`config.mk`:
```
export PLATFORM = sky130hd
export DESIGN_NAME = mfsp_track
export DESIGN_NICKNAME = d
export VERILOG_FILES = /design/src/design/mfsp_pkg.sv /design/src/design/mfsp_track.sv
export SDC_FILE = /design/constraint.sdc
export NUM_CORES = 1
export LEC_CHECK = 0
export ABC_CLOCK_PERIOD_IN_PS = 9100
export BUFFER_PORTS_ARGS = -buffer_cell sky130_fd_sc_hd__buf_2
export CAP_MARGIN = 25
export CELL_PAD_IN_SITES_DETAIL_PLACEMENT = 1
export CELL_PAD_IN_SITES_GLOBAL_PLACEMENT = 1
export CORE_AREA = 2 2 81 83
export DETAILED_ROUTE_END_ITERATION = 8
export DIE_AREA = 0 0 83 85
export GPL_TIMING_DRIVEN = 1
export MAX_ROUTING_LAYER = met4
export PLACE_DENSITY = 0.86
export SYNTH_ARGS = -nofsm -noshare
export SYNTH_HDL_FRONTEND = slang
export SYNTH_SLANG_ARGS = --single-unit
```
`constraint.sdc`:
```
create_clock -name vclk -period 9.1
set_input_delay 0.91 -clock vclk [all_inputs]
set_output_delay 0.91 -clock vclk [all_outputs]
set_load 0.05 [all_outputs]
```
`src/design/mfsp_pkg.sv`:
```
package mfsp_pkg;

    // motor slots and bus identifiers
    localparam int MOTOR_COUNT = 4;
    localparam int SLOT_COUNT  = 4;
    localparam logic [10:0] ID_BASE = 11'h201;
    localparam logic [10:0] ID_END  = ID_BASE + 11'(MOTOR_COUNT);

    // rotor angle wrap handling
    localparam logic signed [14:0] HALF_TURN = 15'sd4096;
    localparam logic signed [14:0] FULL_TURN = 15'sd8192;

    // pid datapath
    localparam int GAIN_FRACTION_BITS = 16;
    localparam int ACC_W = 50;

    // operation codes
    localparam logic [1:0] OP_FEEDBACK = 2'd0;
    localparam logic [1:0] OP_CONTROL  = 2'd1;
    localparam logic [1:0] OP_FRAME    = 2'd2;

    // result kinds
    localparam logic [1:0] KIND_FEEDBACK = 2'd0;
    localparam logic [1:0] KIND_PID      = 2'd1;
    localparam logic [1:0] KIND_FRAME    = 2'd2;

    // configuration register indexes
    localparam logic [2:0] CFG_GAIN_P         = 3'd0;
    localparam logic [2:0] CFG_GAIN_I         = 3'd1;
    localparam logic [2:0] CFG_GAIN_D         = 3'd2;
    localparam logic [2:0] CFG_INTEGRAL_LIMIT = 3'd3;
    localparam logic [2:0] CFG_OUTPUT_LIMIT   = 3'd4;

    typedef struct packed {
        logic [1:0]         operation;
        logic [10:0]        frame_id;
        logic [12:0]        rotor_angle;
        logic signed [15:0] rotor_speed;
        logic [1:0]         motor_index;
        logic signed [15:0] target_speed;
    } mfsp_in_t;

    typedef struct packed {
        logic [1:0]         result_kind;
        logic [1:0]         result_motor;
        logic signed [31:0] turn_ticks;
        logic signed [15:0] drive_current;
        logic [63:0]        current_frame;
    } mfsp_out_t;

    typedef struct packed {
        logic [23:0]        gain_p;
        logic [23:0]        gain_i;
        logic [23:0]        gain_d;
        logic [22:0]        integral_limit;
        logic [14:0]        output_limit;
        logic signed [15:0] target_speed;
        logic signed [15:0] latest_speed;
        logic signed [23:0] error_sum;
        logic signed [16:0] previous_error;
    } mfsp_pid_in_t;

    typedef struct packed {
        logic signed [16:0] error;
        logic signed [23:0] error_sum;
        logic signed [15:0] current;
    } mfsp_pid_out_t;

endpackage

```
`src/design/mfsp_track.sv`:
```
module mfsp_track
    import mfsp_pkg::*;
(
    input  logic [12:0] angle,
    input  logic [12:0] previous_angle,
    input  logic        seen,
    input  logic [31:0] ticks,
    output logic [31:0] ticks_next
);

    logic signed [14:0] raw_delta;
    logic signed [14:0] delta;

    always_comb
    begin
        // first sight of a motor counts as no movement
        if (seen)
        begin
            raw_delta = signed'({2'b00, angle}) - signed'({2'b00, previous_angle});
        end
        else
        begin
            raw_delta = '0;
        end

        // shortest way round the encoder circle; exactly half a turn stays as is
        if (raw_delta > HALF_TURN)
        begin
            delta = raw_delta - FULL_TURN;
        end
        else if (raw_delta < -HALF_TURN)
        begin
            delta = raw_delta + FULL_TURN;
        end
        else
        begin
            delta = raw_delta;
        end
    end

    assign ticks_next = ticks + 32'(delta);

endmodule

```
==> impl_metrics.ini, run 1 <==
[drt]
num_vias = 2730
routedWlPerCell_um = 15.5
wl_um = 7520
ant_nets = 0
first_pass_iters = 4
drc_errors = 0
drt_iter0_markers = 76
viasPerCell = 5.62

[cts]
post_cts_resized = 0
cts_hold_buf = 0
postCtsSetupRepairBufs = 0

[finish]
seqCellArea_um2 = 0
layout.cells.non_filler = 486
postLayoutCellArea_um2 = 2900
fin_nets = 516
nClkBuffers = 0
syn_to_final_growth_pct = 23.5
final_common_cell = buf_2
num_antenna_cells = 0
final_cell_mix = buf_2, ha_1, a21oi_1, inv_1, a21o_1
flops_and_latches = 0
drive_above_1_share = 0.247

[sta]
setup-tns-final_ns = 0
min_period_ns = 7.14
rsz0062_at_grt = false
setup_viol = 0
period_share = 0.785
worst_slew_pin_slew_ns = 0.567
relSlewSlack = 0.620
fmax_mhz = 140
drv_slew = 0
hold_viol = 0

[grt]
grt.overflow.total = 0
grt_max_degree = 18
grt_pass1_vias = 2754
grt_usage = 0.212
antenna_found_initial = 0
grt_pass1_wl_um = 12700

[min_path]
min_path_type = input port to output port

[power_and_ir_drop]
p_int_uw = 162
swShare = 0.692
power.density_nw_per_um2 = 182
switching_power_uw = 364
p_comb_frac = 1.000
peakVddDrop_uv = 146
seqPwrFrac = 0
power_frac_clock = 0
p_leak_uw = 0.00159

[placement]
gp_congestion = 0.862
port_buffers = 91
dp.cells = 486
dpl.hpwl_um = 6610
dpl-instance-area_um2 = 2900

[setup_path]
crit_fanout = 17
cp-endpoint = ticks_next[24]
arrival_ns = 6.23
cp_data_required_time_ns = 8.19
start_kind = input port
critPathKind = input port to output port
cp-end-kind = output port
crit_start = angle[0]

[floorplan]
row_count = 29
start_util = 0.378
die-area_um2 = 7060
core-area_um2 = 6200
fp.dieH_um = 85
fp.dieW_um = 83
ios = 91

[yosys]
seq_area_frac_synth = 0
synth.distinct_cells = 55
synth_area_um2 = 2350
synth_nets = 424
netlist_instances = 319
avgSynthCellArea_um2 = 7.36
synth_warnings = 0

[run_status]
status = complete, no violations

[flow_run]
drv_cap = 0
-- stage by stage --
step / power, uW / utilization / setup WS (ns) / hold WS, ns
2_1_floorplan: 410 / - / 1.62 / 2.20
3_3_place_gp: 515 / 0.467 / 2.17 / 2.26
3_5_place_dp: 525 / 0.467 / 1.96 / 2.27
4_1_cts: 527 / 0.467 / 1.93 / 2.27
5_1_grt: 564 / 0.467 / 1.59 / 2.30
6_report: 526 / 0.467 / 1.96 / 2.27
-- worst min-delay path by stage --
stage,startpoint,end,slack (ns),depth (start not counted)
CTS,ticks[0],ticks_next[0],2.27,3
floorplan,ticks[0],ticks_next[0],2.20,1
global route,ticks[0],ticks_next[0],2.30,3
finish,ticks[0],ticks_next[0],2.27,3
detailed placement,ticks[0],ticks_next[0],2.27,3
global placement,ticks[0],ticks_next[0],2.26,3
-- layer usage --
metal  vias to the layer above  part of all wire  track usage  routed length [um]
met1                      1279              0.45        0.265                3360
met3                         4             0.040       0.0165                 300
met2                        67              0.51        0.392                3830
li1                       1380                 -            -                   -
met4                         0            0.0039      0.00894                  29
met5                         -                 0            -                   0
-- cells in the mapped netlist (all sizes together), types with 4 or more instances --
cell type	count	area, um2
and3	5	32.5
nor2b	5	31.3
xor2	10	87.6
nand2b	5	31.3
o21ai	11	55.1
nor2	20	77.6
xnor2	22	193
o21bai	6	45.0
o21a	15	113
or3	4	25.0
inv	27	101
nor3	11	60.1
nand3	6	30.0
nand2	16	60.1
ha	44	551
a211oi	8	60.1
a21o	25	189
a21oi	32	164
-- critical path, stage by stage --
cell       delay [ns]
buf_2            0.07
inv_1            0.03
ha_1             0.22
fa_1             0.38
and2b_1          0.27
o2111ai_1        0.16
a21oi_2          0.21
xor2_1           0.09
or4b_1           0.54
nor4_2           0.39
a41oi_1          0.16
buf_4            0.24
ha_1             0.39
and3_1           0.24
a221oi_1         0.37
o21ai_0          0.16
a221oi_1         0.42
nor3b_1          0.13
nand2b_1         0.20
a31oi_1          0.23
xnor2_1          0.14
buf_2            0.28
-- cell type report --
type / count / area [um2]
inverters: 27 / 101
multi-input cells: 290 / 2240
well taps: 77 / 96.3
repair buffers: 92 / 463
fillers: 835 / 3310
-- logic make-up after synthesis --
group,count (synthesis),synth area share
XOR/XNOR,33,0.129
multiplexers,1,0.00426
adder cells (fa/ha/maj),46,0.252
buffers and inverters,29,0.0464
AO/OA/AOI/OAI,124,0.375
AND/OR/NAND/NOR,86,0.194
-- power groups by stage --
stage | clock (uW) | combinational (uW) | sequential [uW]
global route | 0 | 564 | 0
global placement | 0 | 515 | 0
detailed placement | 0 | 525 | 0
CTS | 0 | 527 | 0
finish | 0 | 526 | 0
floorplan | 0 | 410 | 0
(Power assumes the default switching activity.)
==> inputs of run 2 (changes only) <==
Settings changed: ABC_CLOCK_PERIOD_IN_PS 9100 to 6750, CORE_AREA 2 2 81 83 to 2 2 84 86, DIE_AREA 0 0 83 85 to 0 0 86 88, PLACE_DENSITY 0.86 to 0.81.
Clock period 9.1 ns to 6.75 ns, I/O delays scaled along.
==> run 2 against run 1 <==
Effect of this change:
- non-clock buffer count up 1
- sequential cell count unchanged
- combinational power up 37%
- via count about the same
- sequential share of layout area unchanged
- core utilization down 2.1 points
- worst setup slack worse by 1.6 ns
- critical path depth down 1
- wire length down 1.7%
- first-iteration DRC count down 50%
- power up 37%
==> impl_metrics.ini, run 2 (same netlist as run 1, synthesis figures left out) <==
[floorplan]
core-area_um2 = 6640
fp.dieW_um = 86
start_util = 0.353
die-area_um2 = 7570
fp.dieH_um = 88
ios = 91
row_count = 30

[drt]
wl_um = 7390
num_vias = 2732
viasPerCell = 5.56
drt_iter0_markers = 38
ant_nets = 0
drc_errors = 0
routedWlPerCell_um = 15.0
first_pass_iters = 4

[grt]
grt.overflow.total = 0
grt_usage = 0.195
grt_pass1_wl_um = 12100
grt_max_degree = 11
antenna_found_initial = 1
grt_pass1_vias = 2672

[sta]
drv_slew = 0
relSlewSlack = 0.626
min_period_ns = 6.42
worst_slew_pin_slew_ns = 0.558
setup-tns-final_ns = 0
hold_viol = 0
period_share = 0.951
setup_viol = 0
fmax_mhz = 156

[power_and_ir_drop]
total_power_uw = 720
power.density_nw_per_um2 = 243
peakVddDrop_uv = 152
p_leak_uw = 0.00160

[setup_path]
cp_data_required_time_ns = 6.07
worstPathCellList = buf_2 > inv_1 > ha_1 > fa_1 > and2b_1 > o2111ai_1 > a21oi_2 > xor2_1 > or4b_1 > nor4_4 > a41oi_2 > ha_2 > and3_1 > a221oi_1 > o21ai_0 > a221oi_2 > nor3b_1 > a21oi_1 > nor2b_1 > xnor2_1 > buf_2
critPathKind = input port to output port
cp-end-kind = output port
cp_top_family = simple AND/OR/NAND/NOR gates
start_kind = input port
critPathBufInv = 3
max_stage_delay_ns = 0.58
cpMostUsedCell = buf_2
arrival_ns = 5.74
slowest_stage = or4b_1
crit_fanout = 7

[finish]
seqCellArea_um2 = 0
final_common_cell = buf_2
multi_input_area_um2 = 2290
num-fill-cells = 880
drive_above_1_share = 0.271
final_util = 0.446
layout.cells.non_filler = 491
nClkBuffers = 0
syn_to_final_growth_pct = 26.3
fin_nets = 517
final_cell_mix = buf_2, ha_1, a21oi_1, inv_1, a21o_1
flops_and_latches = 0

[min_path]
min_path_type = input port to output port

[placement]
port_buffers = 91
gp_congestion = 0.929
dpl.hpwl_um = 6500
dp.cells = 490

[cts]
cts_hold_buf = 0

[flow_run]
drv_cap = 0

[run_status]
status = complete, no violations
run 2: cell types whose count changed in the layout (fill, tap and decap cells not counted), moves of 3 or more:
| cell | before | now |
|---|---|---|
| ha_1 | 44 | 41 |
| a211oi_2 | 0 | 3 |
| ha_2 | 0 | 3 |
| a211oi_1 | 8 | 5 |
run 2: area by class of cell:
class	instances	share of cell area
Multi-Input combinational cell	290	0.773
Inverter	27	0.0342
Timing Repair Buffer	93	0.159
Antenna cell	1	0.000844
Tap cell	80	0.0338
run 2: worst paths after layout:
kind	startpoint	endpoint	slack, ns	cells after the start
worst max-delay path	angle[0]	ticks_next[26]	0.33	21
worst min-delay path	ticks[0]	ticks_next[0]	1.80	3
run 2: worst min-delay path, stage by stage:
cell and delay, ns:
buf_2 0.08, ha_1 0.12, buf_2 0.25
run 2: through the flow:
step	instance area, um2	worst slack (ns)	hold WS [ns]
5_1_grt	2970	-0.00228	1.82
3_3_place_gp	2920	0.297	1.79
2_1_floorplan	2360	0.0945	1.73
3_5_place_dp	2920	0.0720	1.79
6_report	2970	0.332	1.80
4_1_cts	2920	0.0374	1.80
run 2: layer usage:
metal,part of all wire,GRT usage,vias up
met5,0,-,-
met4,0.0064,0.00866,0
met3,0.043,0.0123,4
met2,0.50,0.363,73
met1,0.45,0.243,1271
li1,-,-,1384
run 2: repair_timing:
action | in CTS | in global routing
buffers inserted | 0 | 0
resized for setup | 0 | 8
endpoints found under the setup margin | 0 | 8
run 2: where the power goes:
group          total (uW)  switching [uW]  internal, uW
combinational         720             496           224
clock           0.0000198               0     0.0000198
sequential              0               0             0
total                 720             496           224
